[src/rtl/core/bpe_pkg.sv]
package bpe_pkg;

    // Fixed field widths of the streaming payload.
    localparam int DATA_W     = 32;
    localparam int STEP_W     = 10;
    localparam int ROW_IDX_W  = 2;
    localparam int COL_IDX_W  = 3;

    // Default patch geometry and fraction precision.
    localparam int PATCH_ROWS_DEF    = 4;
    localparam int PATCH_COLS_DEF    = 5;
    localparam int FRACTION_BITS_DEF = 16;

    localparam logic [STEP_W-1:0] STEP_COUNT_RESET = STEP_W'(16);

    // Input tdata: cp_row, cp_col, cp_x, cp_y, cp_z, grid_row, grid_col, zero fill.
    localparam int S_FIELDS_W = ROW_IDX_W + COL_IDX_W + 3 * DATA_W + 2 * STEP_W;
    localparam int S_TDATA_W  = ((S_FIELDS_W + 7) / 8) * 8;
    localparam int M_TDATA_W  = 3 * DATA_W;

    localparam int CP_ROW_LSB   = 0;
    localparam int CP_COL_LSB   = CP_ROW_LSB + ROW_IDX_W;
    localparam int CP_X_LSB     = CP_COL_LSB + COL_IDX_W;
    localparam int CP_Y_LSB     = CP_X_LSB + DATA_W;
    localparam int CP_Z_LSB     = CP_Y_LSB + DATA_W;
    localparam int GRID_ROW_LSB = CP_Z_LSB + DATA_W;
    localparam int GRID_COL_LSB = GRID_ROW_LSB + STEP_W;

    // Item kinds carried in tuser.
    localparam logic FUNC_LOAD = 1'b0;
    localparam logic FUNC_EVAL = 1'b1;

    // Per-cycle commands from the sequencer to the coordinate lanes.
    typedef struct packed {
        logic rd_en;      // read one control point from the store
        logic row_shift;  // shift the read point into the row line
        logic mul_en;     // issue one multiply for an interpolation
        logic acc_en;     // finish a step: shift the active line
        logic acc_lerp;   // the appended value is the interpolation result
        logic sel_col;    // the column line is the active line
        logic col_push;   // move the finished row result into the column line
    } lane_ctl_t;

endpackage

[src/rtl/core/bpe_lane.sv]
module bpe_lane
    import bpe_pkg::*;
#(
    parameter int PATCH_ROWS    = PATCH_ROWS_DEF,
    parameter int PATCH_COLS    = PATCH_COLS_DEF,
    parameter int FRACTION_BITS = FRACTION_BITS_DEF
) (
    input  logic                                        aclk,
    input  logic                                        wr_en,
    input  logic [$clog2(PATCH_ROWS*PATCH_COLS)-1:0]    wr_addr,
    input  logic signed [DATA_W-1:0]                    wr_data,
    input  logic [$clog2(PATCH_ROWS*PATCH_COLS)-1:0]    rd_addr,
    input  lane_ctl_t                                   ctl,
    input  logic [FRACTION_BITS:0]                      frac,
    output logic signed [DATA_W-1:0]                    result
);

    localparam int GRID = PATCH_ROWS * PATCH_COLS;
    localparam int PW   = FRACTION_BITS + DATA_W + 3;
    localparam int QW   = PW - FRACTION_BITS;

    logic signed [DATA_W-1:0] mem [GRID];
    logic signed [DATA_W-1:0] rd_data_reg;
    logic signed [DATA_W-1:0] row_line_reg [PATCH_COLS];
    logic signed [DATA_W-1:0] col_line_reg [PATCH_ROWS];
    logic signed [DATA_W-1:0] a_reg;
    logic signed [PW-1:0]     prod_reg;

    logic signed [DATA_W-1:0] head0;
    logic signed [DATA_W-1:0] head1;
    logic signed [DATA_W:0]   diff;
    logic signed [PW-1:0]     sum;
    logic        [QW-1:0]     quo;
    logic        [QW-DATA_W:0] quo_top;
    logic signed [DATA_W-1:0] lerp_res;
    logic signed [DATA_W-1:0] acc_val;

    always_ff @(posedge aclk) begin
        if (wr_en) begin
            mem[wr_addr] <= wr_data;
        end
        if (ctl.rd_en) begin
            rd_data_reg <= mem[rd_addr];
        end
    end

    // a*(1-f) + b*f is formed as a + (b-a)*f; the product is registered and
    // the add, rounding shift and saturation follow in the next cycle.
    always_comb begin
        head0    = ctl.sel_col ? col_line_reg[0] : row_line_reg[0];
        head1    = ctl.sel_col ? col_line_reg[1] : row_line_reg[1];
        diff     = {head1[DATA_W-1], head1} - {head0[DATA_W-1], head0};
        sum      = prod_reg + (PW'(a_reg) <<< FRACTION_BITS)
                 + (PW'(1) <<< (FRACTION_BITS - 1));
        quo      = sum[PW-1:FRACTION_BITS];
        quo_top  = quo[QW-1:DATA_W-1];
        if ((quo_top == '0) || (quo_top == '1)) begin
            lerp_res = quo[DATA_W-1:0];
        end else if (quo[QW-1]) begin
            lerp_res = {1'b1, {(DATA_W-1){1'b0}}};
        end else begin
            lerp_res = {1'b0, {(DATA_W-1){1'b1}}};
        end
        acc_val = ctl.acc_lerp ? lerp_res : head0;
    end

    always_ff @(posedge aclk) begin
        if (ctl.mul_en) begin
            a_reg    <= head0;
            prod_reg <= PW'(diff) * PW'($signed({1'b0, frac}));
        end

        // Each step drops the head of the active line and appends at its tail.
        if (ctl.row_shift || (ctl.acc_en && !ctl.sel_col)) begin
            for (int i = 0; i < PATCH_COLS - 1; i++) begin
                row_line_reg[i] <= row_line_reg[i+1];
            end
            row_line_reg[PATCH_COLS-1] <= ctl.row_shift ? rd_data_reg : acc_val;
        end

        if (ctl.col_push || (ctl.acc_en && ctl.sel_col)) begin
            for (int i = 0; i < PATCH_ROWS - 1; i++) begin
                col_line_reg[i] <= col_line_reg[i+1];
            end
            col_line_reg[PATCH_ROWS-1] <= ctl.col_push ? row_line_reg[0] : acc_val;
        end
    end

    assign result = col_line_reg[0];

endmodule

[config.mk]
export PLATFORM = sky130hd
export DESIGN_NAME = bpe_lane
export DESIGN_NICKNAME = d
export VERILOG_FILES = /design/src/rtl/core/bpe_pkg.sv /design/src/rtl/core/bpe_lane.sv
export SDC_FILE = /design/constraint.sdc
export NUM_CORES = 2
export LEC_CHECK = 0
export ABC_AREA = 1
export BUFFER_PORTS_ARGS = -buffer_cell sky130_fd_sc_hd__buf_4
export CORE_UTILIZATION = 50
export CTS_CLUSTER_DIAMETER = 40
export DETAILED_ROUTE_END_ITERATION = 7
export PLACE_DENSITY_LB_ADDON = 0.05
export SLEW_MARGIN = 20
export SYNTH_ARGS = -nofsm -noshare
export SYNTH_HDL_FRONTEND = slang
export SYNTH_SLANG_ARGS = --single-unit
[constraint.sdc]
create_clock -name aclk -period 19.9 [get_ports aclk]
set_input_delay 3.98 -clock aclk [delete_from_list [all_inputs] [get_ports aclk]]
set_output_delay 3.98 -clock aclk [all_outputs]
set_load 0.1 [all_outputs]
Word level (Yosys, flattened, before mapping)
Memories as Yosys holds them, arrays and structs flattened. A register that Yosys moved wholly into a read port is not among the register bits. Index checks and enable logic that the tools add are counted.

Output and inout bits: 32. Memories: 3. Word-level logic and storage cells: 30. Input bits: 68. Memory bits (writable): 928. Register bits: 83.

Multiplexer cells: 13. Eq/ne operators: 1. Multipliers: 1. Reductions and logical operators: 7. Add/subtract/negate cells: 3.

Memories: mem (words 20, width 32, rd ports 1, clocked after memory_dff 1, wr ports 1, RTL line bpe_lane.sv:22) `logic signed [DATA_W-1:0] mem [GRID];`; row_line_reg (words 5, width 32, rd ports 5, clocked after memory_dff 0, wr ports 5, RTL line bpe_lane.sv:24) `logic signed [DATA_W-1:0] row_line_reg [PATCH_COLS];`; col_line_reg (words 4, width 32, rd ports 4, clocked after memory_dff 0, wr ports 4, RTL line bpe_lane.sv:25) `logic signed [DATA_W-1:0] col_line_reg [PATCH_ROWS];`.

Operator list (count): 32-bit 2-to-1 mux (7); 51-bit by 17-bit adder with 51-bit output, second input constant (1); 51-bit by 48-bit adder with 51-bit output (1); 33-bit by 18-bit multiplier with 51-bit output (1); 32-bit by 32-bit subtractor with 33-bit output (1); 1-bit 2-to-1 mux (6); 4-bit equality test, second input constant (1); 4-bit zero test (1); 1-bit logical OR (3); 1-bit logical AND (2); 1-bit zero test (1).

Depth between registers and ports, before layout
Word-level depth: 7. Mapped depth: 41. Gate-level depth less buffers: 40.

Worst setup path before layout
No wires, ideal clock.

Kind: input -> register. Start: input ctl[1] in the netlist's numbering. End: memory row_line_reg[0][0] (enable). Library setup time: 901 ps. Path buffers: 1. Required time: 18999 ps. Arrival: 15379 ps. Slack: 3621 ps. Cell stages on the path: 2. Cells stage by stage: clkbuf_1 > o21ai_0.

RTL lines: start, declared (RTL line bpe_lane.sv:13) `input lane_ctl_t ctl,`; end, declared (RTL line bpe_lane.sv:24).

Final worst setup path
Start: input ctl[1] in the netlist's numbering. End: register prod_reg[38] (data pin).

Longest elaborated chain between the ends: 3. Elaborated cells between the ends (all ways): 4. Classes of those cells: add/sub: 1; mul: 1; mux: 2.

Ends and longest elaborated chain: 32-bit 2-to-1 mux (on tied branches) (RTL line bpe_lane.sv:51, bpe_lane.sv:50); 32-bit by 32-bit subtractor with 33-bit output * (RTL line bpe_lane.sv:52) `diff = {head1[DATA_W-1], head1} - {head0[DATA_W-1], head0};`; 33-bit by 18-bit multiplier with 51-bit output * (RTL line bpe_lane.sv:70) `prod_reg <= PW'(diff) * PW'($signed({1'b0, frac}));`; end signal, assigned (RTL line bpe_lane.sv:70); end, declared (RTL line bpe_lane.sv:27) `logic signed [PW-1:0] prod_reg;`.

Mark *: on every way between the ends. The rest lies on a longest branch, timed or not. A chain may end at the register's enable or synchronous reset.

==> reports/metrics.cfg <==
[critical_path]
end_kind=register
crit_required_ns=20.40
start_kind=input pin
arrival_ns=14.36
cp_max_fo=66
critPathMostFrequentCell=nand2_1
critPathKind=in -> reg
cpMaxStageDelayCell=o21ai_0
critPathMaxStageDelay_ns=0.70

[cts]
clk-insertion-delay-late_ns=0.76
clockBufferDepth=3
cts_resized=0
htree_num_levels=4
cts_sinks=1028
cts_root_buf=clkbuf_16
post-cts-setup-buffer-count=0
cts_made_buffers=142
ctsHoldBuffers=0
cts_tree=yes
clk_pin_slew_ns=0.06

[logic_synthesis]
synth_area_um2=62800
yosysUniqueCellTypes=58
synth-compound-area-share=0.0784
yosysTopAreaCellShare=0.492
yosys_register_bits=1028
synthMuxAreaShare=0.000159
synthArstFlopShare=0
synth_nets=6691
synth.largest_area_cell=edfxtp_1
synth_xor_area_frac=0.0111
synth_top_family_by_area=adder cells
synth-adder-area-share=0.207
synth_edf_count=1028
ys_seq_area_frac=0.492
synth_warnings=0
ys.flop_type=edfxtp_1
synth_cells=5904
yosys.area_share.simple=0.141
syn_avg_cell_area_um2=10.6
synth_area_leaders=edfxtp_1 (49%), fa_1 (17%), nand2_1 (5.8%), inv_1 (5.2%), nor2_1 (4.1%)

[placed_design]
port-buffer-count=99
dpl.hpwl_um=129000
gp_congestion=0.945

[final_layout]
largest_reg_flops=640
final_cell_mix=edfxtp_1 (1028), nand2_1 (972), inv_1 (866)
layout-drive-gt1-share=0.0990
n_fill_cell=10800
final_common_cell=edfxtp_1
synthToLayoutAreaGrowth_pct=11.6
layout.nets=6739

[drt]
ant_nets=0
wl_per_cell_um=24.5
post_drt_via_cell_ratio=5.59
drt_iter0_drc=3715
firstDrtPassIters=7
drt_wl_total_um=189000
drc_errors=0
vias=43100

[sta]
tightest_slew_ns=1.13
fmax_mhz=72.2
hold_viol=0
min_period_over_period=0.696
final-setup-viol-count=0
fin_crit_ns=13.86
fin_worst_skew_ns=0.0341
drv_slew=0
rsz0062_at_grt=no
tns_ns=0
relSlewSlack=0.244

[floorplanning]
ios=100
die_area_um2=127000
start_util=0.506
die_w_um=356
rows=129
core_area_um2=124000
die_h_um=356

[grt]
antenna_found_initial=6
grt_pass1_wl_um=280000
grt_util_all_layers=0.301
grt_max_degree=235
gr-total-overflow=0
grt_pass1_vias=43500

[run_status]
status=complete, no violations

[hold_path]
hold_path_class=reg -> reg

[job]
maxCapViolations=0

cell usage after synthesis, types with 67 or more instances:
| cell type | number |
|---|---|
| fa_1 | 536 |
| a21oi_1 | 195 |
| o22ai_1 | 81 |
| or2_2 | 67 |
| ha_1 | 183 |
| nand2_1 | 972 |
| nand3_1 | 232 |
| clkbuf_1 | 195 |
| o21ai_0 | 362 |
| edfxtp_1 | 1028 |
| nor2_1 | 683 |
| inv_1 | 870 |
final cells by class:
class,count,area [µm²],area share
flip-flops and latches,1028,30900,0.440
multi-input cells,3737,27700,0.395
clock buffers,162,3690,0.0527
inverters,889,3350,0.0478
well taps,1637,2050,0.0292
clock inverters,102,1250,0.0178
repair buffers,154,1190,0.0170
diodes,1,2.50,0.0000357
kinds of logic (layout without fill, tap and decap cells):
logic type               count (synthesis)  after routing
AO/OA/AOI/OAI                          842            842
other                                    0              1
adder cells (fa/ha/maj)                719            719
multiplexers                             1              1
XOR/XNOR                                78             78
buffers and inverters                 1139           1307
flip-flops                            1028           1028
AND/OR/NAND/NOR                       2097           2097
path summary, 6_finish.rpt:
check / start / endpoint / slack (ns) / cells past startpoint
min: row_line_reg[0][80] / row_line_reg[0][48] / 0.40 / 0
max: ctl[1] / prod_reg[38] / 6.04 / 36
max reg2reg: col_line_reg[1][1] / prod_reg[38] / 10.44 / 33
min reg2reg: row_line_reg[0][80] / row_line_reg[0][48] / 0.40 / 0
metrics by stage:
step | utilization | hold WS [ns] | cells | cell area (µm²) | setup slack (ns)
CTS | 0.565 | 0.397 | 7709 | 70100 | 6.12
finish | 0.565 | 0.401 | 7710 | 70100 | 6.04
global route | 0.565 | 0.410 | 7709 | 70100 | 5.42
floorplan | - | 0.400 | 5904 | 62800 | 3.62
global placement | 0.525 | 0.400 | 7445 | 65100 | 5.42
detailed placement | 0.525 | 0.405 | 7445 | 65100 | 5.33
routing by layer:
metal	part of all wire	wire length (µm)	up-vias	GRT usage
met1	0.41	78000	21600	0.392
met4	0.035	6710	10	0.109
li1	-	-	19600	-
met5	0.00035	66	-	0
met3	0.053	9980	363	0.0414
met2	0.50	94500	1465	0.515
critical path: cells and delay by family:
family / cells / cell delay (ns)
compound gates: 7 / 2.37
fa+ha+maj: 8 / 3.59
buf+inv: 9 / 2.16
xor+xnor: 1 / 0.07
simple gates: 11 / 2.10
Power is left out: the tool's default activity adds up to more than one toggle a clock period on the data nets, which glitch-free logic cannot reach.
