===== config.mk =====
export PLATFORM = sky130hd
export DESIGN_NAME = bpe_frac_div
export DESIGN_NICKNAME = d
export VERILOG_FILES = /design/src/rtl/core/bpe_pkg.sv /design/src/rtl/core/bpe_frac_div.sv
export SDC_FILE = /design/constraint.sdc
export NUM_CORES = 1
export LEC_CHECK = 0
export BUFFER_PORTS_ARGS = -buffer_cell sky130_fd_sc_hd__buf_2
export CAP_MARGIN = 0
export CORE_MARGIN = 4
export CORE_UTILIZATION = 50
export DETAILED_ROUTE_END_ITERATION = 8
export PLACE_DENSITY = 0.72
export SYNTH_ARGS = -nofsm -noshare
export SYNTH_HDL_FRONTEND = slang
export SYNTH_SLANG_ARGS = --single-unit

===== constraint.sdc =====
create_clock -name aclk -period 7.2 [get_ports aclk]
set_clock_uncertainty 0.15 [all_clocks]
set_input_delay 0.36 -clock aclk [delete_from_list [all_inputs] [get_ports aclk]]
set_output_delay 0.36 -clock aclk [all_outputs]
set_load 0.02 [all_outputs]

===== src/rtl/core/bpe_pkg.sv =====
package bpe_pkg;

    // Fixed field widths of the streaming payload.
    localparam int DATA_W     = 32;
    localparam int STEP_W     = 10;
    localparam int ROW_IDX_W  = 2;
    localparam int COL_IDX_W  = 3;

    // Default patch geometry and fraction precision.
    localparam int PATCH_ROWS_DEF    = 4;
    localparam int PATCH_COLS_DEF    = 5;
    localparam int FRACTION_BITS_DEF = 16;

    localparam logic [STEP_W-1:0] STEP_COUNT_RESET = STEP_W'(16);

    // Input tdata: cp_row, cp_col, cp_x, cp_y, cp_z, grid_row, grid_col, zero fill.
    localparam int S_FIELDS_W = ROW_IDX_W + COL_IDX_W + 3 * DATA_W + 2 * STEP_W;
    localparam int S_TDATA_W  = ((S_FIELDS_W + 7) / 8) * 8;
    localparam int M_TDATA_W  = 3 * DATA_W;

    localparam int CP_ROW_LSB   = 0;
    localparam int CP_COL_LSB   = CP_ROW_LSB + ROW_IDX_W;
    localparam int CP_X_LSB     = CP_COL_LSB + COL_IDX_W;
    localparam int CP_Y_LSB     = CP_X_LSB + DATA_W;
    localparam int CP_Z_LSB     = CP_Y_LSB + DATA_W;
    localparam int GRID_ROW_LSB = CP_Z_LSB + DATA_W;
    localparam int GRID_COL_LSB = GRID_ROW_LSB + STEP_W;

    // Item kinds carried in tuser.
    localparam logic FUNC_LOAD = 1'b0;
    localparam logic FUNC_EVAL = 1'b1;

    // Per-cycle commands from the sequencer to the coordinate lanes.
    typedef struct packed {
        logic rd_en;      // read one control point from the store
        logic row_shift;  // shift the read point into the row line
        logic mul_en;     // issue one multiply for an interpolation
        logic acc_en;     // finish a step: shift the active line
        logic acc_lerp;   // the appended value is the interpolation result
        logic sel_col;    // the column line is the active line
        logic col_push;   // move the finished row result into the column line
    } lane_ctl_t;

endpackage


===== src/rtl/core/bpe_frac_div.sv =====
module bpe_frac_div
    import bpe_pkg::*;
#(
    parameter int FRACTION_BITS = FRACTION_BITS_DEF
) (
    input  logic                     aclk,
    input  logic                     aresetn,
    input  logic                     start,
    input  logic [STEP_W-1:0]        index,
    input  logic [STEP_W-1:0]        divisor,
    output logic                     done,
    output logic [FRACTION_BITS:0]   quot
);

    localparam int CW = $clog2(FRACTION_BITS + 1);

    logic [STEP_W-1:0]        rem_reg;
    logic [STEP_W-1:0]        div_reg;
    logic [FRACTION_BITS-1:0] q_reg;
    logic                     full_reg;
    logic                     done_reg;
    logic [CW-1:0]            cnt_reg;

    logic [STEP_W-1:0] idx_clamped;
    logic [STEP_W:0]   rem_dbl;
    logic [STEP_W:0]   rem_sub;
    logic              ge;

    // Restoring division, one quotient bit per cycle. The clamped index never
    // exceeds the divisor, so the quotient is either exactly one or below it.
    always_comb begin
        idx_clamped = (index > divisor) ? divisor : index;
        rem_dbl     = {rem_reg, 1'b0};
        rem_sub     = rem_dbl - {1'b0, div_reg};
        ge          = (rem_dbl >= {1'b0, div_reg});
    end

    always_ff @(posedge aclk) begin
        if (!aresetn) begin
            cnt_reg  <= '0;
            done_reg <= 1'b0;
        end else begin
            done_reg <= 1'b0;
            if (start) begin
                div_reg  <= divisor;
                full_reg <= (idx_clamped == divisor);
                rem_reg  <= (idx_clamped == divisor) ? '0 : idx_clamped;
                q_reg    <= '0;
                cnt_reg  <= CW'(FRACTION_BITS);
            end else if (cnt_reg != '0) begin
                rem_reg <= ge ? rem_sub[STEP_W-1:0] : rem_dbl[STEP_W-1:0];
                q_reg   <= {q_reg[FRACTION_BITS-2:0], ge};
                cnt_reg <= cnt_reg - CW'(1);
                if (cnt_reg == CW'(1)) begin
                    done_reg <= 1'b1;
                end
            end
        end
    end

    assign done = done_reg;
    assign quot = full_reg ? {1'b1, {FRACTION_BITS{1'b0}}} : {1'b0, q_reg};

endmodule


# Word level (Yosys, flattened, before mapping)
# Cells that the tools add are included.
# totals
reg_bits	43
output_inout_bits	18
# classes
add_sub_neg	2
n_lt_le_gt_ge	2
eq_ne	2
muxes	10
bitwise_logic	2
n_reduce_logical	6
# ops
operator	n
$mux W10	5
$mux W17	1
$mux W16	1
$ge A11 B10 Y1	1
$eq A10 B10 Y1	1
$gt A10 B10 Y1	1
$mux W5	2
$sub A10 B10 Y10	1
$eq A5 B1 Y1 const B	1
$reduce_bool A5 Y1	1
$sub A5 B1 Y5 const B	1
$reduce_and A2 Y1	2
$reduce_or A3 Y1	1
$not A1 Y1	2
$reduce_bool A2 Y1	1
$reduce_or A2 Y1	1
$mux W1	1

# Depth between registers and ports, before layout
# logic_depth
word_depth	5
depth_mapped	10
depth_no_buf	9

# Worst setup path before layout
# OpenSTA, ideal clock, no wires.
# synth_timing
path_kind	reg2reg
start	reg rem_reg[0]
end	reg rem_reg[8], data pin
setup_ns	0.261
arrival_time_ns	1.989
slack_ns	4.800
path_stages_with_launch	9
n_path_buf	1
path_cell_list	edfxtp_1 ha_1 nor2b_1 o31a_1 o21ai_4 and2_1 buf_6 nor2_4 a221o_1
# synth_between
elab_chain_cells	4
# synth_lines
element	line	text
from (decl)	bpe_frac_div.sv:17	logic [STEP_W-1:0] rem_reg;
from (signal assigned)	bpe_frac_div.sv:47	rem_reg <= (idx_clamped == divisor) ? '0 : idx_clamped;
from (signal assigned)	bpe_frac_div.sv:51	rem_reg <= ge ? rem_sub[STEP_W-1:0] : rem_dbl[STEP_W-1:0];
$sub A10 B10 Y10 or $ge A11 B10 Y1 (tied branches)	bpe_frac_div.sv:34, bpe_frac_div.sv:35	
$mux W10 *	bpe_frac_div.sv:51	
$mux W10 *	bpe_frac_div.sv:50	end else if (cnt_reg != '0) begin
$mux W10 *	bpe_frac_div.sv:44	if (start) begin
# Every way passes the cells marked *; elsewhere a longest branch is shown, timed or not. The select of a mux whose other input is x is not followed.
# A chain may end at the register's enable or synchronous reset.

# Worst setup path after layout
# layout_timing
start	reg rem_reg[7]
end	reg rem_reg[8], data pin
# The elaborated chain is that of the path after synthesis.

==> metrics.log <==
INFO  metric run_status = completed
INFO  metric synth_area_leaders = edfxtp_1 41%, ha_1 11%, nor2b_1 7.9%
INFO  metric synth_simple_gate_area_share = 0.190
INFO  metric finalMaxSlewViolations = 0
INFO  metric route.top_layer_used = met4
INFO  metric remaining_global_route_overflow = 0
INFO  metric grt.total_usage = 0.170
INFO  metric met3RoutedLength = 227 um
INFO  metric cts-buffers-inserted = 5
INFO  metric synth.cells.most_frequent = 37 x edfxtp_1, 34 x nor2b_1, 28 x inv_1
INFO  metric hold_viol = 0
INFO  metric cp.buffers_inverters = 0
INFO  metric design.die.area = 0.00663 mm^2
INFO  metric yosysSeqAreaShare = 0.456
INFO  metric grt_pass1_vias = 1820
INFO  metric synth-async-reset-ratio = 0
INFO  metric wl_per_cell = 14.3 um
INFO  metric route.antenna.remaining_nets = 0
INFO  metric diodes = 0
INFO  metric met2WireLength = 2520 um
INFO  metric yosys_reg_bits = 43
INFO  metric synth.avg_cell_area = 10.5 um^2
INFO  metric met1_length = 2480 um
INFO  metric synthFlopType = edfxtp_1
INFO  metric setup.worst_path.end_class = flip-flop
INFO  metric grt_start_max_net_pins = 28
INFO  metric std_cell_rows = 26
INFO  metric max_ffs_per_register = 16
INFO  metric timing.fmax = 373 MHz
INFO  metric via_count = 1961
INFO  metric longest_individual_stage_delay_on_the_worst_path = 0.43 ns
INFO  metric numClockSinks = 43
INFO  metric number_of_buffers_inserted_to_repair_setup_after_cts = 0
INFO  metric insertion_delay = 0.29 ns
INFO  metric synth_adder_area_share = 0.114
INFO  metric yosys.cell_count.top_type = edfxtp_1
INFO  metric ctsRootBufferMaster = clkbuf_8
INFO  metric synthXorXnorAreaFrac = 0.0552
INFO  metric setup_tns = 0 ns
INFO  metric slew_headroom = 0.237
INFO  metric routed_wirelength = 5280 um
INFO  metric critical_path.startpoint_type = flip-flop
INFO  metric syn_nets = 303
INFO  metric detailedRoute.firstPassIterationCount = 4
INFO  metric dieHeight = 81.5 um
INFO  metric first_iter_violations = 128
INFO  metric timing.critical_path.fanout_max = 9
INFO  metric setup.worst_path.class = reg2reg
INFO  metric power_per_cell_area = 283 mW/mm^2
INFO  metric antenna_found_initial = 0
INFO  metric timing.critical_path.max_delay_family = simple AND/OR/NAND/NOR gates
INFO  metric irDropWorstVdd = 0.112 mV
INFO  metric timing.final.crit_share = 0.372
INFO  metric n_fill_cell = 439
INFO  metric syn-instance-count = 256
INFO  metric post_drt_via_cell_ratio = 5.31
INFO  metric yosys-mux-area-fraction = 0
INFO  metric critPathArrivalTime = 2.59 ns
INFO  metric cts_resized = 0
INFO  metric cpMaxStageDelayCell = nor4_4
INFO  metric synth_area = 0.00270 mm^2
INFO  metric worst_hold_path_type = in2reg
INFO  metric drt_drc_violations_left = 0
INFO  metric area_growth_syn_to_layout = 12.7%
INFO  metric setup_violating_endpoint_count_in_the_final_report = 0
INFO  metric final_layout_size_suffix_gt1_frac = 0.181
INFO  metric gp_congestion = 0.859
INFO  metric synth.lib_cells_used.distinct = 43
INFO  metric global_route_wire_length_before_repair = 8570 um
INFO  metric ctsHoldBuffers = 0
INFO  metric dpl.hpwl = 4130 um
INFO  metric synth-warning-count = 0
INFO  metric synth_top_area_share = 0.412
INFO  metric worst-slew-pin-transition = 1.15 ns
INFO  metric final_core_util = 0.588
INFO  metric cts_buffer_depth = 2
INFO  metric cts.htree.levels = 2
INFO  metric synth_top_family_by_area = simple AND/OR/NAND/NOR gates
INFO  metric timing.critical_path.required = 7.10 ns
INFO  metric port_buffers = 40
INFO  metric synth_compound_gate_area_share = 0.134
INFO  metric period_minus_slack = 2.68 ns
INFO  metric die_width = 81.5 um
INFO  metric unrepaired_setup_endpoints_after_global_routing = no
INFO  metric cp_cell_sequence = ha_1 -> a21oi_1 -> nor2b_1 -> nor4_4 -> and2_1 -> nor2_4 -> a221o_1
INFO  metric initial_utilization = 0.522
INFO  metric drv.max_cap_violation_count = 0
INFO  metric ios = 41
INFO  metric placeableCoreArea = 0.00517 mm^2
INFO  metric design.final.nets = 345
INFO  metric tritoncts_clock_tree = yes
INFO  metric synth_enable_flop_cells = 37
INFO  metric synth.largest_area_cell = edfxtp_1
INFO  metric p_leak = 1.29 nW
INFO  metric clock_slew_at_reported_path_ffs = 0.08 ns
-- final timing paths --
| kind | cells past startpoint | slack (ns) | to | startpoint |
|---|---|---|---|---|
| worst max-delay path | 7 | 4.52 | rem_reg[8]$_DFFE_PP_ | rem_reg[7]$_DFFE_PP_ |
| worst max register to register | 7 | 4.52 | rem_reg[8]$_DFFE_PP_ | rem_reg[7]$_DFFE_PP_ |
| worst min register to register | 2 | 0.36 | cnt_reg[1]$_SDFFE_PP0P_ | cnt_reg[1]$_SDFFE_PP0P_ |
| worst min-delay path | 1 | 0.13 | div_reg[5]$_DFFE_PP_ | divisor[5] |
-- cells in the final DEF (no fill, tap or decap), drive strengths merged, types with 2 or more instances in the layout --
master   netlist  layout
buf            2      40
edfxtp        37      37
nor2b         34      34
inv           28      29
ha            23      23
nor2          15      15
nand2         10      10
xor2          10      10
a21oi          9       9
o21ai          9       9
o21a           8       8
nor3           8       8
xnor2          7       7
a211oi         6       6
nand3          6       6
dfxtp          6       6
clkbuf         3       6
nand4          4       4
nor4           4       4
a22o           3       3
o2bb2ai        3       3
and2           3       3
nand2b         2       2
o31a           2       2
o211ai         2       2
and3           2       2
-- kinds of logic (layout without fill, tap and decap cells) --
group,count (synthesis),count (layout)
fa+ha+maj,24,24
simple gates,89,89
buf+inv,33,76
flops,43,43
xor+xnor,17,17
compound gates,50,50
-- layer usage --
layer | up-vias | track usage
met4 | 0 | 0.0456
met2 | 42 | 0.283
met5 | - | 0
li1 | 994 | -
met3 | 6 | 0.0384
met1 | 919 | 0.222
-- layout make-up --
class	instances	area, um^2	share of cell area
multi-input combinational	180	1330	0.438
timing repair buffer	40	200	0.0659
clock inverter	2	11.3	0.00371
sequential	43	1230	0.405
clock buffer	6	72.6	0.0239
inverter	28	105	0.0346
tap	70	87.6	0.0288
-- through the flow --
stage	hold slack, ns	power [mW]	area [um^2]	worst slack [ns]	instances
2_1_floorplan	0.309	0.633	2700	4.80	256
3_3_place_gp	0.350	0.709	2960	4.58	361
3_5_place_dp	0.360	0.712	2960	4.54	361
4_1_cts	0.120	0.864	3040	4.52	369
5_1_grt	0.120	0.924	3040	4.33	369
6_report	0.127	0.861	3040	4.52	369
-- worst reg2reg max path, cell delays in order, from the launching register on --
cell	delay, ns
edfxtp_1	0.41
ha_1	0.38
a21oi_1	0.16
nor2b_1	0.09
nor4_4	0.43
and2_1	0.42
nor2_4	0.06
a221o_1	0.35
-- power breakdown --
group / internal (mW) / switching, mW / leakage [nW]
Sequential: 0.339 / 0.0316 / 0.409
Clock: 0.0682 / 0.0840 / 0.0455
Combinational: 0.144 / 0.194 / 0.837
Total: 0.551 / 0.309 / 1.29
Power figures use the tool's default switching activity.
