### src/rtl/core/bpe_pkg.sv
package bpe_pkg;

    // Fixed field widths of the streaming payload.
    localparam int DATA_W     = 32;
    localparam int STEP_W     = 10;
    localparam int ROW_IDX_W  = 2;
    localparam int COL_IDX_W  = 3;

    // Default patch geometry and fraction precision.
    localparam int PATCH_ROWS_DEF    = 4;
    localparam int PATCH_COLS_DEF    = 5;
    localparam int FRACTION_BITS_DEF = 16;

    localparam logic [STEP_W-1:0] STEP_COUNT_RESET = STEP_W'(16);

    // Input tdata: cp_row, cp_col, cp_x, cp_y, cp_z, grid_row, grid_col, zero fill.
    localparam int S_FIELDS_W = ROW_IDX_W + COL_IDX_W + 3 * DATA_W + 2 * STEP_W;
    localparam int S_TDATA_W  = ((S_FIELDS_W + 7) / 8) * 8;
    localparam int M_TDATA_W  = 3 * DATA_W;

    localparam int CP_ROW_LSB   = 0;
    localparam int CP_COL_LSB   = CP_ROW_LSB + ROW_IDX_W;
    localparam int CP_X_LSB     = CP_COL_LSB + COL_IDX_W;
    localparam int CP_Y_LSB     = CP_X_LSB + DATA_W;
    localparam int CP_Z_LSB     = CP_Y_LSB + DATA_W;
    localparam int GRID_ROW_LSB = CP_Z_LSB + DATA_W;
    localparam int GRID_COL_LSB = GRID_ROW_LSB + STEP_W;

    // Item kinds carried in tuser.
    localparam logic FUNC_LOAD = 1'b0;
    localparam logic FUNC_EVAL = 1'b1;

    // Per-cycle commands from the sequencer to the coordinate lanes.
    typedef struct packed {
        logic rd_en;      // read one control point from the store
        logic row_shift;  // shift the read point into the row line
        logic mul_en;     // issue one multiply for an interpolation
        logic acc_en;     // finish a step: shift the active line
        logic acc_lerp;   // the appended value is the interpolation result
        logic sel_col;    // the column line is the active line
        logic col_push;   // move the finished row result into the column line
    } lane_ctl_t;

endpackage

### src/rtl/core/bpe_ctrl.sv
module bpe_ctrl
    import bpe_pkg::*;
#(
    parameter int PATCH_ROWS    = PATCH_ROWS_DEF,
    parameter int PATCH_COLS    = PATCH_COLS_DEF,
    parameter int FRACTION_BITS = FRACTION_BITS_DEF
) (
    input  logic                                        aclk,
    input  logic                                        aresetn,
    input  logic                                        eval_accept,
    input  logic [STEP_W-1:0]                           grid_row,
    input  logic [STEP_W-1:0]                           grid_col,
    output logic                                        s_ready,
    output logic                                        div_start,
    output logic [STEP_W-1:0]                           div_index,
    input  logic                                        div_done,
    input  logic [FRACTION_BITS:0]                      div_quot,
    output lane_ctl_t                                   ctl,
    output logic [$clog2(PATCH_ROWS*PATCH_COLS)-1:0]    rd_addr,
    output logic [FRACTION_BITS:0]                      frac,
    output logic                                        out_load,
    input  logic                                        m_ready,
    output logic                                        m_valid
);

    localparam int GRID = PATCH_ROWS * PATCH_COLS;
    localparam int AW   = $clog2(GRID);
    localparam int RW   = $clog2(PATCH_ROWS);
    localparam int LW   = $clog2(PATCH_COLS + 1);
    localparam int LMAX = (PATCH_ROWS > PATCH_COLS) ? PATCH_ROWS : PATCH_COLS;
    localparam int KW   = $clog2(LMAX);
    localparam int NW   = $clog2(LMAX + 1);

    typedef enum logic [2:0] {
        ST_IDLE,
        ST_DIV_V,
        ST_DIV_U,
        ST_LOAD,
        ST_STEP,
        ST_ACC,
        ST_PUSH,
        ST_OUT
    } state_t;

    state_t                   state_reg;
    logic [STEP_W-1:0]        col_idx_reg;
    logic [FRACTION_BITS:0]   u_reg;
    logic [FRACTION_BITS:0]   v_reg;
    logic [AW-1:0]            rd_addr_reg;
    logic [LW-1:0]            ld_cnt_reg;
    logic [RW-1:0]            row_cnt_reg;
    logic [KW-1:0]            step_reg;
    logic [NW-1:0]            lvl_reg;
    logic                     sel_col_reg;
    logic                     m_valid_reg;

    logic load_busy;
    logic is_lerp;
    logic step_last;
    logic lvl_last;
    logic step_done;
    logic out_free;

    // A level of n points always takes as many steps as the line is long:
    // the first n-1 interpolate, the rest only rotate, so the results end up
    // at the head of the line.
    always_comb begin
        load_busy = (ld_cnt_reg != LW'(PATCH_COLS));
        is_lerp   = (NW'(step_reg) < (lvl_reg - NW'(1)));
        step_last = sel_col_reg ? (step_reg == KW'(PATCH_ROWS - 1))
                                : (step_reg == KW'(PATCH_COLS - 1));
        lvl_last  = (lvl_reg == NW'(2));
        step_done = (state_reg == ST_ACC) || ((state_reg == ST_STEP) && !is_lerp);
        out_free  = !m_valid_reg || m_ready;

        ctl           = '0;
        ctl.sel_col   = sel_col_reg;
        ctl.rd_en     = (state_reg == ST_LOAD) && load_busy;
        ctl.row_shift = (state_reg == ST_LOAD) && (ld_cnt_reg != '0);
        ctl.mul_en    = (state_reg == ST_STEP) && is_lerp;
        ctl.acc_en    = step_done;
        ctl.acc_lerp  = (state_reg == ST_ACC);
        ctl.col_push  = (state_reg == ST_PUSH);

        div_start = ((state_reg == ST_IDLE) && eval_accept)
                 || ((state_reg == ST_DIV_V) && div_done);
        div_index = (state_reg == ST_IDLE) ? grid_row : col_idx_reg;
        out_load  = (state_reg == ST_OUT) && out_free;
    end

    always_ff @(posedge aclk) begin
        if (!aresetn) begin
            state_reg   <= ST_IDLE;
            m_valid_reg <= 1'b0;
            sel_col_reg <= 1'b0;
            rd_addr_reg <= '0;
            ld_cnt_reg  <= '0;
            row_cnt_reg <= '0;
            step_reg    <= '0;
            lvl_reg     <= '0;
        end else begin
            if (out_load) begin
                m_valid_reg <= 1'b1;
            end else if (m_ready) begin
                m_valid_reg <= 1'b0;
            end
            if (ctl.rd_en) begin
                rd_addr_reg <= rd_addr_reg + AW'(1);
            end

            unique case (state_reg)
                ST_IDLE: begin
                    if (eval_accept) begin
                        col_idx_reg <= grid_col;
                        rd_addr_reg <= '0;
                        state_reg   <= ST_DIV_V;
                    end
                end
                ST_DIV_V: begin
                    if (div_done) begin
                        v_reg     <= div_quot;
                        state_reg <= ST_DIV_U;
                    end
                end
                ST_DIV_U: begin
                    if (div_done) begin
                        u_reg       <= div_quot;
                        row_cnt_reg <= '0;
                        ld_cnt_reg  <= '0;
                        sel_col_reg <= 1'b0;
                        state_reg   <= ST_LOAD;
                    end
                end
                ST_LOAD: begin
                    if (load_busy) begin
                        ld_cnt_reg <= ld_cnt_reg + LW'(1);
                    end else begin
                        lvl_reg   <= NW'(PATCH_COLS);
                        step_reg  <= '0;
                        state_reg <= ST_STEP;
                    end
                end
                ST_STEP, ST_ACC: begin
                    if (state_reg == ST_STEP && is_lerp) begin
                        state_reg <= ST_ACC;
                    end else if (step_last) begin
                        step_reg <= '0;
                        if (lvl_last) begin
                            state_reg <= sel_col_reg ? ST_OUT : ST_PUSH;
                        end else begin
                            lvl_reg   <= lvl_reg - NW'(1);
                            state_reg <= ST_STEP;
                        end
                    end else begin
                        step_reg  <= step_reg + KW'(1);
                        state_reg <= ST_STEP;
                    end
                end
                ST_PUSH: begin
                    if (row_cnt_reg == RW'(PATCH_ROWS - 1)) begin
                        sel_col_reg <= 1'b1;
                        lvl_reg     <= NW'(PATCH_ROWS);
                        step_reg    <= '0;
                        state_reg   <= ST_STEP;
                    end else begin
                        row_cnt_reg <= row_cnt_reg + RW'(1);
                        ld_cnt_reg  <= '0;
                        state_reg   <= ST_LOAD;
                    end
                end
                ST_OUT: begin
                    if (out_free) begin
                        state_reg <= ST_IDLE;
                    end
                end
                default: begin
                    state_reg <= ST_IDLE;
                end
            endcase
        end
    end

    assign s_ready = (state_reg == ST_IDLE);
    assign rd_addr = rd_addr_reg;
    assign frac    = sel_col_reg ? v_reg : u_reg;
    assign m_valid = m_valid_reg;

endmodule

### config.mk
export PLATFORM = sky130hd
export DESIGN_NAME = bpe_ctrl
export DESIGN_NICKNAME = d
export VERILOG_FILES = /design/src/rtl/core/bpe_pkg.sv /design/src/rtl/core/bpe_ctrl.sv
export SDC_FILE = /design/constraint.sdc
export NUM_CORES = 1
export LEC_CHECK = 0
export BUFFER_PORTS_ARGS = -buffer_cell sky130_fd_sc_hd__buf_2
export CAP_MARGIN = 10
export CORE_ASPECT_RATIO = 1.2
export CORE_MARGIN = 10
export CORE_UTILIZATION = 52
export CTS_BUF_LIST = sky130_fd_sc_hd__clkbuf_16
export DETAILED_ROUTE_END_ITERATION = 12
export HOLD_SLACK_MARGIN = 0.06
export PLACE_DENSITY = 0.9
export SKIP_CTS_REPAIR_TIMING = 1
export SLEW_MARGIN = 20
export SYNTH_ARGS = -nofsm -noshare
export SYNTH_HDL_FRONTEND = slang
export SYNTH_SLANG_ARGS = --single-unit
### constraint.sdc
create_clock -name aclk -period 3.05 [get_ports aclk]
set_input_delay 0.1525 -clock aclk [delete_from_list [all_inputs] [get_ports aclk]]
set_output_delay 0.1525 -clock aclk [all_outputs]
set_load 0.03 [all_outputs]
Yosys cells after proc, flatten, opt, wreduce, memory -nomap -nowiden
Index checks and enable logic that the tools add are counted.
Cells by class
  add/sub/neg operators: 5
  $lt $le $gt $ge: 1
  eq/ne operators: 23
  muxes and demuxes: 40
  reductions and logical operators: 28
Operators by type and width (number)
  $mux 3: 20
  $pmux 3 s3: 3
  $pmux 3 s7: 1
  $ne 2x2->1 const B: 10
  $mux 17: 1
  $eq 3x3->1 const B: 5
  $mux 5: 3
  $reduce_and 3->1: 5
  $eq 3x2->1 const B: 4
  $mux 10: 1
  $reduce_bool 3->1: 3
  $reduce_and 4->1: 2
  $logic_and 1x1->1: 7
  $add 3x1->3 const B: 2
  $mux 1: 6
  $mux 2: 3
  $reduce_and 6->1: 1
  $add 5x1->5 const B: 1
  $reduce_and 5->1: 1
  $pmux 2 s2: 1
  $reduce_bool 2->1: 2
  $eq 3x1->1 const B: 1
  $logic_not 3->1: 1
  $logic_or 1x1->1: 3
  9 further kinds: 10
Storage, ports and cells
  flip-flop bits (word level): 65
  bits of input ports: 42
  output and inout port bits: 43
  logic and storage cells: 108

Longest topological paths before layout
Gate-level depths: netlist of run 1.
  depth after elaboration: 5
  gate-level depth with buffers: 10
  gate-level depth less buffers: 9

Worst setup path after synthesis of run 1
OpenSTA, ideal clock, no wires.
  kind: reg2reg
  start point: register state_reg[2]
  end point: register v_reg[0] (enable)
  setup time: 0.413 ns
  arrival: 1.973 ns
  data required time: 2.637 ns
  path slack: 0.664 ns
  stages on the path, launching flop included: 4
  path buffers: 2
  clock period less this slack: 2.386 ns
  cells stage by stage: dfxtp_1 clkbuf_1 clkbuf_1 nor3_1
On the way
  word-level cells in the longest chain between the ends: 2
RTL lines
  start: declaration: line bpe_ctrl.sv:45  | state_t state_reg;
  start signal: assignment: line bpe_ctrl.sv:149  | state_reg <= sel_col_reg ? ST_OUT : ST_PUSH;
  $eq 3x1->1: line bpe_ctrl.sv:111  | unique case (state_reg)
  $reduce_and 3->1 (no source line)
  end signal: assignment: line bpe_ctrl.sv:121  | v_reg <= div_quot;
  end: declaration: line bpe_ctrl.sv:48  | logic [FRACTION_BITS:0] v_reg;
Every way passes these cells.
A chain may end at the register's enable or synchronous reset.

==> run summary, run 1 <==
Detailed routing inserted a total of 2369 vias. The area growth from synthesis to layout came out at 34.4%. Subtracting the final worst setup slack from the clock period gives 2.67 ns. In the global route stage, overall resource usage came out at 0.162. STA puts the critical path data arrival time at 2.52 ns.

The completed layout was analyzed and its total power is 0.00297 W. The post-layout instance count excluding filler cells came out at 444. The reg2reg setup slack is 0.54 ns. The number of nets in the synthesized netlist came out at 298. The width of the die is 89.6 µm.

The path depth of the worst reg2reg path came out at 9. At the worst endpoint, the required time is 2.90 ns. The worst hold path terminates at m_valid.

The number of I/O port buffers is 84. The average instance in the mapped netlist occupies 12.3 µm². The max-slew violation count came to 0. Setup repair after global routing left no endpoint under its margin. The area of the die came out at 0.00928 mm². The maximum root-to-sink buffer count came out at 2. The core outline area is 0.00567 mm².

In this run the critical register-to-register path is captured at state_reg[1]. The worst supply voltage drop on vdd came out at 0.676 mV. The class of the worst hold path is primary input to flip-flop. The summed area of non-filler cells in the final layout came out at 0.00407 mm².

The number of synthesis warnings came out at 0. The initial antenna violation count is 0. The placer's final routability congestion estimate is 0.923. The post-DP HPWL is 5.25 mm. The library cell used most frequently in the layout, excluding fill and tap cells, is buf_2. The cell area after placement is 0.00350 mm².

The die is 104 µm tall. The final-report hold violation count was 0. After detailed routing, the number of remaining DRC violations is 0. Row generation in the floorplan step produced 30 rows. The number of max-capacitance violations reported is 0. The total clock buffers created by CTS is 9. The run finished with clean final reports.

The number of antenna diodes is 0. The peak clock frequency supported by timing is 374 MHz. In this run the tightest slew margin relative to its limit is 0.447. The analysis attributes to cell leakage a power of 1.67 nW.

The worst register-to-register path begins at lvl_reg[0]. The count of routing violations after the opening detailed-route iteration came out at 122. After synthesis the cells add up to 0.00303 mm². The number of instances in the synthesized netlist is 246.

Leaving out fill and tap cells, the most frequent cells in the layout are buf_2 (84), edfxtp_1 (44), mux2_2 (27), dlygate4sd3_1 (27), dfxtp_1 (21). The wire length after detailed routing is 7.60 mm. The number of register bits inferred by synthesis came out at 65.

The vias per cell is 5.34. TritonCTS built the clock tree. The initial utilization of the core area, before any placement, comes to 0.534. The final setup TNS came out at 0 ns.

The total iterations of the first detailed-routing run came out at 4. The routed wirelength normalized by instance count came out at 17.1 µm. The worst setup path is of the flip-flop to output port kind. The cell sitting at the root of the clock tree is a clkbuf_16. In the finished design, the share of the clock period the worst path needs comes to 0.876. The total power divided by cell area came out at 730 mW/mm².

The clock drives 65 sinks. The first-pass GRT wire length is 11.8 mm. In the final design database the tool counted 411 nets. The total overflow left after global routing is 0. The share of the Yosys chip area taken by registers is 0.576. In the final layout, the share of cells above drive strength 1 is 0.374.

Entering global routing, the biggest net connects 21 pins. The total I/O pin count came out at 85. For the pin with the worst max-slew slack, the measured transition is 0.819 ns. The hold path startpoint is m_ready.

The number of failing setup endpoints in the final timing report is 0. The via count of the first global-routing pass is 2415. The number of distinct library cells after synthesis came out at 44. The worst setup path is launched from a flip-flop. On the final layout, the worst clock skew is 0.00464 ns.

The peak fanout along the critical path came out at 6. The clock-pin slew of the registers on the worst-case setup and hold paths is 0.05 ns. The number of nets with antenna violations after detailed routing came out at 0. The number of cells after detailed placement is 401. The endpoint kind of the worst setup timing path is an output port.

The worst hold path cell count is 3. The clock insertion delay at the later pin of the skew report is 0.32 ns. The depth of the CTS H-tree came out at 3.
-- cells by family after synthesis --
family	Yosys count	share of synthesized area
AO/OA/AOI/OAI	35	0.0852
XOR/XNOR	6	0.0174
adder cells (fa/ha/maj)	10	0.0414
buffers and inverters	23	0.0397
flip-flops	65	0.576
multiplexers	30	0.110
AND/OR/NAND/NOR	77	0.130
-- synthesized netlist by cell type (all sizes together) --
cell / n / area share
nand4b: 2 / 0.0058
o21ai: 4 / 0.0066
inv: 7 / 0.0087
nand2: 17 / 0.021
o21a: 3 / 0.0074
clkbuf: 6 / 0.0074
xnor2: 3 / 0.0087
a211o: 1 / 0.0029
o211a: 1 / 0.0033
and3b: 1 / 0.0029
and2: 2 / 0.0041
a21o: 1 / 0.0025
a21boi: 1 / 0.0037
nor4bb: 1 / 0.0033
dfxtp: 21 / 0.14
nor2: 19 / 0.024
edfxtp: 44 / 0.44
a311oi: 2 / 0.0058
nor2b: 6 / 0.012
o32a: 1 / 0.0033
a2111oi: 1 / 0.0029
clkinv: 2 / 0.0025
mux2i: 3 / 0.0099
nand3b: 2 / 0.0050
nand4: 3 / 0.0062
a31oi: 2 / 0.0091
xor2: 3 / 0.0087
or3: 2 / 0.0041
a22oi: 1 / 0.0025
nor3: 7 / 0.012
nand2b: 4 / 0.0083
nand3: 9 / 0.015
o211ai: 1 / 0.0070
a311o: 1 / 0.0033
mux2: 27 / 0.10
or4b: 1 / 0.0045
buf: 8 / 0.021
a21oi: 15 / 0.025
nor3b: 1 / 0.0025
ha: 10 / 0.041
-- per-stage QoR --
stage          setup WS (ns)  utilization  hold slack (ns)
2_1_floorplan          0.664            -            0.251
3_3_place_gp           0.646        0.618            0.331
4_1_cts                0.377        0.670         -0.00536
3_5_place_dp           0.566        0.618            0.331
5_1_grt                0.223        0.718            0.198
6_report               0.378        0.718            0.164
-- power breakdown --
group	total [W]	leakage (nW)	switching (W)	internal (W)
sequential	0.00112	0.569	0.0000820	0.00103
combinational	0.000846	0.954	0.000513	0.000333
clock	0.00101	0.147	0.000376	0.000632
-- area by class of cell --
class / count / area [µm²]
clock buffers: 9 / 225
clock inverters: 7 / 70.1
fillers: 401 / 1600
inverters: 9 / 33.8
multi-input cells: 158 / 1170
flip-flops and latches: 65 / 1740
well taps: 80 / 100
repair buffers: 116 / 728
-- how the worst max path moves through the flow --
stage | from | end | cells past startpoint
5_1_grt | lvl_reg[0] | ctl[4] | 8
6_report | lvl_reg[0] | ctl[4] | 8
3_5_place_dp | lvl_reg[0] | state_reg[1] | 9
2_1_floorplan | state_reg[2] | v_reg[0] | 3
4_1_cts | lvl_reg[0] | ctl[4] | 8
3_3_place_gp | lvl_reg[0] | state_reg[1] | 9
-- worst max-delay path, stage by stage (launching register included) --
cell and delay [ns]:
dfxtp_1 0.37, inv_1 0.10, ha_1 0.21, xnor2_1 0.19
ha_1 0.28, a211o_1 0.28, or3_1 0.47, inv_1 0.10
buf_2 0.20
-- per-layer routing --
| layer | track usage | routed length, µm | part of all wire | up-vias |
|---|---|---|---|---|
| met5 | 0 | 0 | 0 | - |
| met4 | 0.0626 | 119 | 0.016 | 0 |
| met3 | 0.0455 | 502 | 0.066 | 13 |
| met2 | 0.285 | 4220 | 0.56 | 77 |
| met1 | 0.174 | 2760 | 0.36 | 1152 |
| li1 | - | - | - | 1127 |
No activity file was read; power rests on OpenSTA's default activity.
==> run 2, diff against run 1 <==
--- a/config.mk
+++ b/config.mk
@@ -5,15 +5,16 @@
 export SDC_FILE = /design/constraint.sdc
 export NUM_CORES = 1
 export LEC_CHECK = 0
-export BUFFER_PORTS_ARGS = -buffer_cell sky130_fd_sc_hd__buf_2
+export ABC_AREA = 1
 export CAP_MARGIN = 10
 export CORE_ASPECT_RATIO = 1.2
 export CORE_MARGIN = 10
-export CORE_UTILIZATION = 52
+export CORE_UTILIZATION = 62
 export CTS_BUF_LIST = sky130_fd_sc_hd__clkbuf_16
 export DETAILED_ROUTE_END_ITERATION = 12
+export DONT_BUFFER_PORTS = 1
 export HOLD_SLACK_MARGIN = 0.06
-export PLACE_DENSITY = 0.9
+export PLACE_DENSITY = 0.88
 export SKIP_CTS_REPAIR_TIMING = 1
 export SLEW_MARGIN = 20
 export SYNTH_ARGS = -nofsm -noshare
==> run summary, run 2 <==
Unrepaired setup endpoints after global routing: false (unchanged). The total global routing overflow is 0 (unchanged). The buffer type at the clock tree root is clkbuf_16 (unchanged). The number of instances in the synthesized netlist is 294 (was 246). The number of max-capacitance violations reported was 0 (unchanged).

The area share of the leading cell type in the synthesized netlist is 0.446 (was 0.437). The transition at the pin with the smallest max-transition slack came to 0.729 ns (was 0.819 ns). The critical path arrival is 2.13 ns (was 2.52 ns). The clock-pin slew of the registers on the worst-case setup and hold paths is 0.06 ns (was 0.05 ns). The total I/O pin count came out at 85 (unchanged). The number of distinct library cells after synthesis is 26 (was 44). The final-report hold violation count came out at 0 (unchanged). Counting stages on the worst path, the most repeated cell is inv_1. The sort of element at the start of the critical path is a flip-flop (unchanged). The vias per cell is 5.58 (was 5.34). The max-slew violation count came out at 0 (unchanged). The initial antenna violation count is 0 (unchanged). The global-route usage over all layers is 0.158 (was 0.162). The number of register bits inferred by synthesis is 65 (unchanged). The first-pass GRT wire length was 10.1 mm (was 11.8 mm). The area growth from synthesis to layout is 24.4% (was 34.4%). The share of flip-flops with an asynchronous set or reset is 0 (unchanged). The static leakage is 1.48 nW (was 1.67 nW). The count of routing violations after the opening detailed-route iteration is 209 (was 122).

Run status: finished clean (unchanged). The via count of the first global-routing pass came out at 2025 (was 2415). Commonest cells in the synthesized netlist: nand2_1 (75), edfxtp_1 (44), nor2_1 (39), inv_1 (26), dfxtp_1 (21) (was edfxtp_1 (44), mux2_2 (27), dfxtp_1 (21), nor2_1 (19), nand2_1 (17)). Commonest cells after routing, fill and taps aside: nand2_1 (75), edfxtp_1 (44), nor2_1 (39), dlygate4sd3_1 (29), inv_1 (27) (was buf_2 (84), edfxtp_1 (44), mux2_2 (27), dlygate4sd3_1 (27), dfxtp_1 (21)). The post-layout minimum cycle time is 2.28 ns (was 2.67 ns). The number of antenna diodes is 0 (unchanged). The leading cell type by number of instances after synthesis is nand2_1 (was edfxtp_1). The peak fanout along the critical path came to 4 (was 6). The maximum single-stage delay on the critical path is 0.33 ns (was 0.47 ns).

The starting density of the core came to 0.645 (was 0.534). The placer's final routability congestion estimate came to 0.861 (was 0.923). The routed wirelength normalized by instance count is 18.1 µm (was 17.1 µm). The clock insertion delay at the later pin of the skew report is 0.32 ns (about the same). The met2 track utilization from global routing is 0.278 (was 0.285). The number of cell rows is 27 (was 30).

The post-DP HPWL is 4.72 mm (was 5.25 mm). The number of I/O port buffers came to 0 (was 84). The final period utilization came out at 0.747 (was 0.876). The met3 global-route usage came out at 0.0938 (was 0.0455).

The total power divided by cell area came to 942 mW/mm² (was 730 mW/mm²). The depth of the CTS H-tree is 3 (unchanged). The endpoint kind of the worst setup timing path is an output port (unchanged). The setup slack of the critical path after layout came out at 0.772 ns (was 0.378 ns). The total iterations of the first detailed-routing run is 4 (unchanged). The total clock buffers created by CTS was 9 (unchanged). The biggest area consumer among synthesized cells is edfxtp_1 (unchanged). The sequential element share of the synthesized area is 0.588 (was 0.576).

The final setup TNS came out at 0 ns (unchanged). The number of synthesis warnings came out at 0 (unchanged). The wire length after detailed routing came out at 7.20 mm (was 7.60 mm). The critical path required time came out at 2.90 ns (about the same). The commonest non-fill, non-tap cell in the layout is nand2_1 (was buf_2). The final net count is 386 (was 411).

The number of flops mapped to enable cells by yosys is 44 (unchanged). The width of the die is 83.1 µm (was 89.6 µm). The average instance area after synthesis came to 10.1 µm² (was 12.3 µm²). The clock sink count is 65 (unchanged). The DRC violations left is 0 (unchanged).

The number of filler cells placed in the layout came to 254 (was 401). The class of the worst hold path is primary input to flip-flop (unchanged). The number of failing setup endpoints in the final timing report came out at 0 (unchanged).

The area of the die was 0.00796 mm² (was 0.00928 mm²). The most used flip-flop cell after synthesis is edfxtp_1 (unchanged). The number of nets with antenna violations after detailed routing is 0 (unchanged). The CTS tree is yes (unchanged). The peak clock frequency supported by timing came out at 439 MHz (was 374 MHz). The master of the slowest instance on the critical path is dfxtp_1 (was or3_1).

The worst max-slew margin expressed relative to the limit is 0.512 (was 0.447). The chip height came out at 95.7 µm (was 104 µm). The largest net degree at the start of global routing is 18 (was 21). The placement-stage worst setup slack is 0.955 ns (was 0.566 ns). The type of the worst setup path is flip-flop to output port (unchanged). Synth area leaders: edfxtp_1 (45%), dfxtp_1 (14%), nand2_1 (9.5%) (was edfxtp_1 (44%), dfxtp_1 (14%), mux2_2 (10%)).

The core outline area came out at 0.00459 mm² (was 0.00567 mm²). The global routing's busiest layer is met2 (unchanged). The via count is 2217 (was 2369).

The post-synth design cell area is 0.00296 mm² (was 0.00303 mm²). The met1 track demand over resource in global routing came to 0.148 (was 0.174). The worst supply voltage drop on vdd came out at 0.663 mV (was 0.676 mV). The maximum root-to-sink buffer count was 2 (unchanged). The number of nets in the synthesized netlist was 346 (was 298). CP cell instances: inv_1 -> ha_1 -> xor2_1 -> inv_1 -> ha_1 -> a21oi_1 -> nand3_2 -> inv_1 (was inv_1 -> ha_1 -> xnor2_1 -> ha_1 -> a211o_1 -> or3_1 -> inv_1 -> buf_2). The final clock skew is 0.00720 ns (was 0.00464 ns).

The share of cells above drive strength 1 came out at 0.150 (was 0.374).
==> run 2: cell count changes after synthesis, sizes merged, moves of 4 or more <==
cell    delta
nand2     +59
inv       +22
nor2      +21
mux2      -10
nor2b      -6
clkbuf     -4
nand2b     -4
==> run 2: worst paths after layout <==
kind              slack [ns]      startpoint  depth (start not counted)        endpoint
setup / recovery        0.77      lvl_reg[0]                          8          ctl[4]
hold / removal          0.09         aresetn                          2      rd_addr[3]
setup reg to reg        0.93      lvl_reg[0]                         11     step_reg[2]
hold reg to reg         0.49  row_cnt_reg[0]                          2  row_cnt_reg[0]
==> run 2: cells by family (layout without fill, tap and decap cells) <==
family	Yosys count	after routing	share of synthesized area
multiplexers	17	17	0.0646
buffers and inverters	36	81	0.0494
XOR/XNOR	4	4	0.0118
adder cells (fa/ha/maj)	10	10	0.0422
AO/OA/AOI/OAI	22	22	0.0414
flip-flops	65	65	0.588
AND/OR/NAND/NOR	140	140	0.203
==> run 2: cell type report <==
type	count	area, µm²	share of cell area
clock buffer	9	225	0.0611
clock inverter	7	110	0.0299
inverter	29	109	0.0295
timing repair buffer	36	343	0.0930
sequential	65	1740	0.472
tap	58	72.6	0.0197
multi-input combinational	193	1090	0.295
==> run 2: metal layers <==
layer / vias up / routed length [µm]
met4: 0 / 169
met3: 16 / 759
met5: - / 0
met2: 114 / 3670
li1: 1059 / -
met1: 1028 / 2610
==> run 2: power breakdown <==
part / switching (W) / internal [W]
combinational: 0.000879 / 0.000301
sequential: 0.0000868 / 0.00106
clock: 0.000352 / 0.000790
==> run 2: critical path, delay by kind of cell (launching register included) <==
family / cells / cell delay, ns
adders and majority gates: 2 / 0.50
buffers and inverters: 3 / 0.41
DFF: 1 / 0.33
AOI/OAI and AO/OA: 1 / 0.22
xor gates and xnor gates: 1 / 0.18
and+or+nand+nor: 1 / 0.15
==> run 2: metrics by stage <==
stage	hold WS, ns	area, µm²	total power, W	util	std cells
final	0.0949	3690	0.00347	0.803	397
after global routing	0.109	3690	0.00366	0.803	397
after CTS	-0.0787	3400	0.00343	0.739	368
after detailed placement	0.251	3060	0.00228	0.666	352
after global placement	0.251	3060	0.00224	0.666	352
after floorplan	0.251	2960	0.00207	-	294
==> run 3, diff against run 2 <==
--- a/config.mk
+++ b/config.mk
@@ -9,12 +9,12 @@
 export CAP_MARGIN = 10
 export CORE_ASPECT_RATIO = 1.2
 export CORE_MARGIN = 10
-export CORE_UTILIZATION = 62
+export CORE_UTILIZATION = 56
 export CTS_BUF_LIST = sky130_fd_sc_hd__clkbuf_16
 export DETAILED_ROUTE_END_ITERATION = 12
 export DONT_BUFFER_PORTS = 1
 export HOLD_SLACK_MARGIN = 0.06
-export PLACE_DENSITY = 0.88
+export PLACE_DENSITY = 0.84
 export SKIP_CTS_REPAIR_TIMING = 1
 export SLEW_MARGIN = 20
 export SYNTH_ARGS = -nofsm -noshare
==> constraint.sdc (replaced) <==
create_clock -name aclk -period 2.05 [get_ports aclk]
set_input_delay 0.1025 -clock aclk [delete_from_list [all_inputs] [get_ports aclk]]
set_output_delay 0.1025 -clock aclk [all_outputs]
set_load 0.03 [all_outputs]
==> run summary, run 3 (synthesized netlist as in run 2, its figures left out) <==
The minimum hold slack is 0.0728 ns (was 0.0949 ns). The global-route usage over all layers came out at 0.147 (was 0.158). The sort of element at the start of the critical path is a flip-flop (unchanged).

The combinational power share is 0.398 (was 0.340). The number of filler cells placed in the layout was 309 (was 254). The start of the worst register-to-register path is lvl_reg[0] (unchanged). The peak fanout along the critical path came out at 2 (was 4).

The depth of the CTS H-tree came out at 3 (unchanged). The DRC violations left was 0 (unchanged). The total global routing overflow is 0 (unchanged).

The CTS tree is yes (unchanged). The class of the worst hold path is primary input to flip-flop (unchanged). The critical path required time is 1.95 ns (was 2.90 ns). The number of I/O port buffers came out at 0 (unchanged). The core outline area is 0.00504 mm² (was 0.00459 mm²). The switching portion of total power is 0.413 (was 0.380). The area growth from synthesis to layout came out at 28.2% (was 24.4%).

Unrepaired setup endpoints after global routing: true (was false). The internal power came out at 0.00301 W (was 0.00215 W). The total clock buffers created by CTS is 9 (unchanged). The post-DP HPWL is 4.78 mm (was 4.72 mm). The master of the slowest instance on the critical path was dfxtp_2 (was dfxtp_1).

The clock sink count came out at 65 (unchanged). The transition at the pin with the smallest max-transition slack was 0.629 ns (was 0.729 ns). The total I/O pin count is 85 (unchanged). The buffer type at the clock tree root was clkbuf_16 (unchanged). The initial antenna violation count is 0 (unchanged). The number of max-capacitance violations reported was 0 (unchanged). The number of nets with antenna violations after detailed routing is 0 (unchanged). The checks that failed: negative setup slack. The via count came out at 2253 (was 2217). The sequential share of power is 0.336 (was 0.331). The max-slew violation count is 0 (unchanged). The final clock skew came out at 0.0114 ns (was 0.00720 ns). The kind of cell adding the most delay to the critical path was adder cells (unchanged). The clock insertion delay at the later pin of the skew report came out at 0.33 ns (was 0.32 ns). The area of the die is 0.00862 mm² (was 0.00796 mm²).

Commonest cells after routing, fill and taps aside: nand2_1 (74), edfxtp_1 (44), nor2_1 (39), dlygate4sd3_1 (30), inv_1 (22) (was nand2_1 (75), edfxtp_1 (44), nor2_1 (39), dlygate4sd3_1 (29), inv_1 (27)). The number of cell rows is 28 (was 27). The clock-pin slew of the registers on the worst-case setup and hold paths is 0.06 ns (about the same). The share of cells above drive strength 1 is 0.205 (was 0.150). The routed wirelength normalized by instance count is 18.3 µm (was 18.1 µm). The starting density of the core came out at 0.588 (was 0.645).

The commonest non-fill, non-tap cell in the layout is nand2_1 (unchanged). The static leakage is 1.48 nW (about the same). The number of antenna diodes came out at 0 (unchanged). The maximum root-to-sink buffer count came out at 2 (unchanged). The placer's final routability congestion estimate came to 0.882 (was 0.861). The final net count came out at 394 (was 386). The instance count on the critical path came out at 10 (was 8).

The via count of the first global-routing pass came out at 2034 (was 2025). After layout, the minimum clock period comes to 2.05 ns. The buffers plus inverters on the worst setup path is 4 (was 3). Run status: finished with violations (was finished clean).

The critical path arrival was 1.95 ns (was 2.13 ns). The worst max-slew margin expressed relative to the limit is 0.579 (was 0.512). The reg2reg setup slack is 0.07 ns (was 0.93 ns). The total power divided by cell area is 1350 mW/mm² (was 942 mW/mm²).

The endpoint kind of the worst setup timing path is an output port (unchanged). The largest net degree at the start of global routing is 21 (was 18). The wire length after detailed routing is 7.46 mm (was 7.20 mm). The cell repeated most along the worst path was ha_4 (was inv_1). The final period utilization came out at 1.00. The vias per cell came out at 5.54 (was 5.58). The switching power summed over all nets was 0.00212 W (was 0.00132 W). The capture point of the critical path was ctl[3] (was ctl[4]). The worst supply voltage drop on vdd came out at 0.879 mV (was 0.663 mV). The cell area after placement is 0.00311 mm² (was 0.00306 mm²). CP cell instances: inv_4 -> ha_4 -> xor2_4 -> inv_2 -> ha_4 -> nand2_1 -> inv_1 -> nand2_2 -> a31oi_4 -> buf_6 (was inv_1 -> ha_1 -> xor2_1 -> inv_1 -> ha_1 -> a21oi_1 -> nand3_2 -> inv_1). The count of routing violations after the opening detailed-route iteration was 260 (was 209). The peak clock frequency supported by timing came out at 487 MHz. The width of the die is 86.4 µm (was 83.1 µm). The chip height is 99.7 µm (was 95.7 µm). The number of failing setup endpoints in the final timing report is 1 (was 0).

The capture instance of the worst register-to-register path is step_reg[2] (unchanged). The type of the worst setup path is flip-flop to output port (unchanged). The path depth of the worst reg2reg path came out at 12 (was 11). The setup slack of the critical path after layout came out at -0.00163 ns (was 0.772 ns). The launching instance or port of the critical path is lvl_reg[0] (unchanged). The first-pass GRT wire length is 9.92 mm (was 10.1 mm). The summed area of non-filler cells in the final layout is 0.00380 mm² (was 0.00369 mm²).

The total iterations of the first detailed-routing run is 4 (unchanged). The clock power share is 0.266 (was 0.329). The maximum single-stage delay on the critical path was 0.37 ns (was 0.33 ns). The final-report hold violation count is 0 (unchanged).
[run 3: how the worst min path moves through the flow]
stage                      startpoint        endpoint  slack (ns)  cells past startpoint
after global routing      eval_accept    state_reg[2]        0.11                      4
after floorplan           grid_col[0]  col_idx_reg[0]        0.20                      0
after detailed placement  grid_col[6]  col_idx_reg[6]        0.20                      0
final                     eval_accept    state_reg[2]        0.07                      4
after CTS                 div_quot[1]        u_reg[1]       -0.14                      0
after global placement    grid_col[5]  col_idx_reg[5]        0.20                      0
[run 3: final cells by class]
cell class	count	area, µm²	area share
clock buffer	9	225	0.0593
clock inverter	7	45.0	0.0119
inverter	29	115	0.0303
multi-input combinational	193	1170	0.309
sequential	65	1740	0.459
tap	60	75.1	0.0198
timing repair buffer	44	422	0.111
[run 3: per-layer routing]
layer / track usage / part of all wire
met1: 0.138 / 0.35
met3: 0.0833 / 0.092
met4: 0.0624 / 0.038
met5: 0 / 0
met2: 0.254 / 0.53
[run 3: through the flow]
step | setup WS (ns) | utilization | power, W | setup TNS (ns) | std cells
2_1_floorplan | 0.0373 | - | 0.00308 | 0 | 294
3_3_place_gp | 0.119 | 0.616 | 0.00335 | 0 | 358
3_5_place_dp | -0.0403 | 0.616 | 0.00342 | -0.0964 | 358
4_1_cts | -0.268 | 0.669 | 0.00479 | -0.900 | 374
5_1_grt | -0.0571 | 0.753 | 0.00538 | -0.159 | 407
6_report | -0.00163 | 0.753 | 0.00513 | -0.00163 | 407
[run 3: power by group through the flow]
stage / clock, W / sequential (W) / combinational, W
after floorplan: 0 / 0.00169 / 0.00138
after global placement: 0 / 0.00171 / 0.00164
after detailed placement: 0 / 0.00172 / 0.00170
after CTS: 0.00137 / 0.00170 / 0.00172
after global routing: 0.00142 / 0.00173 / 0.00223
final: 0.00136 / 0.00173 / 0.00204
[run 3: worst min-delay path, cell delays in order]
cell     delay (ns)
inv_1          0.03
nand2_1        0.07
nand3_1        0.10
nor3_2         0.05
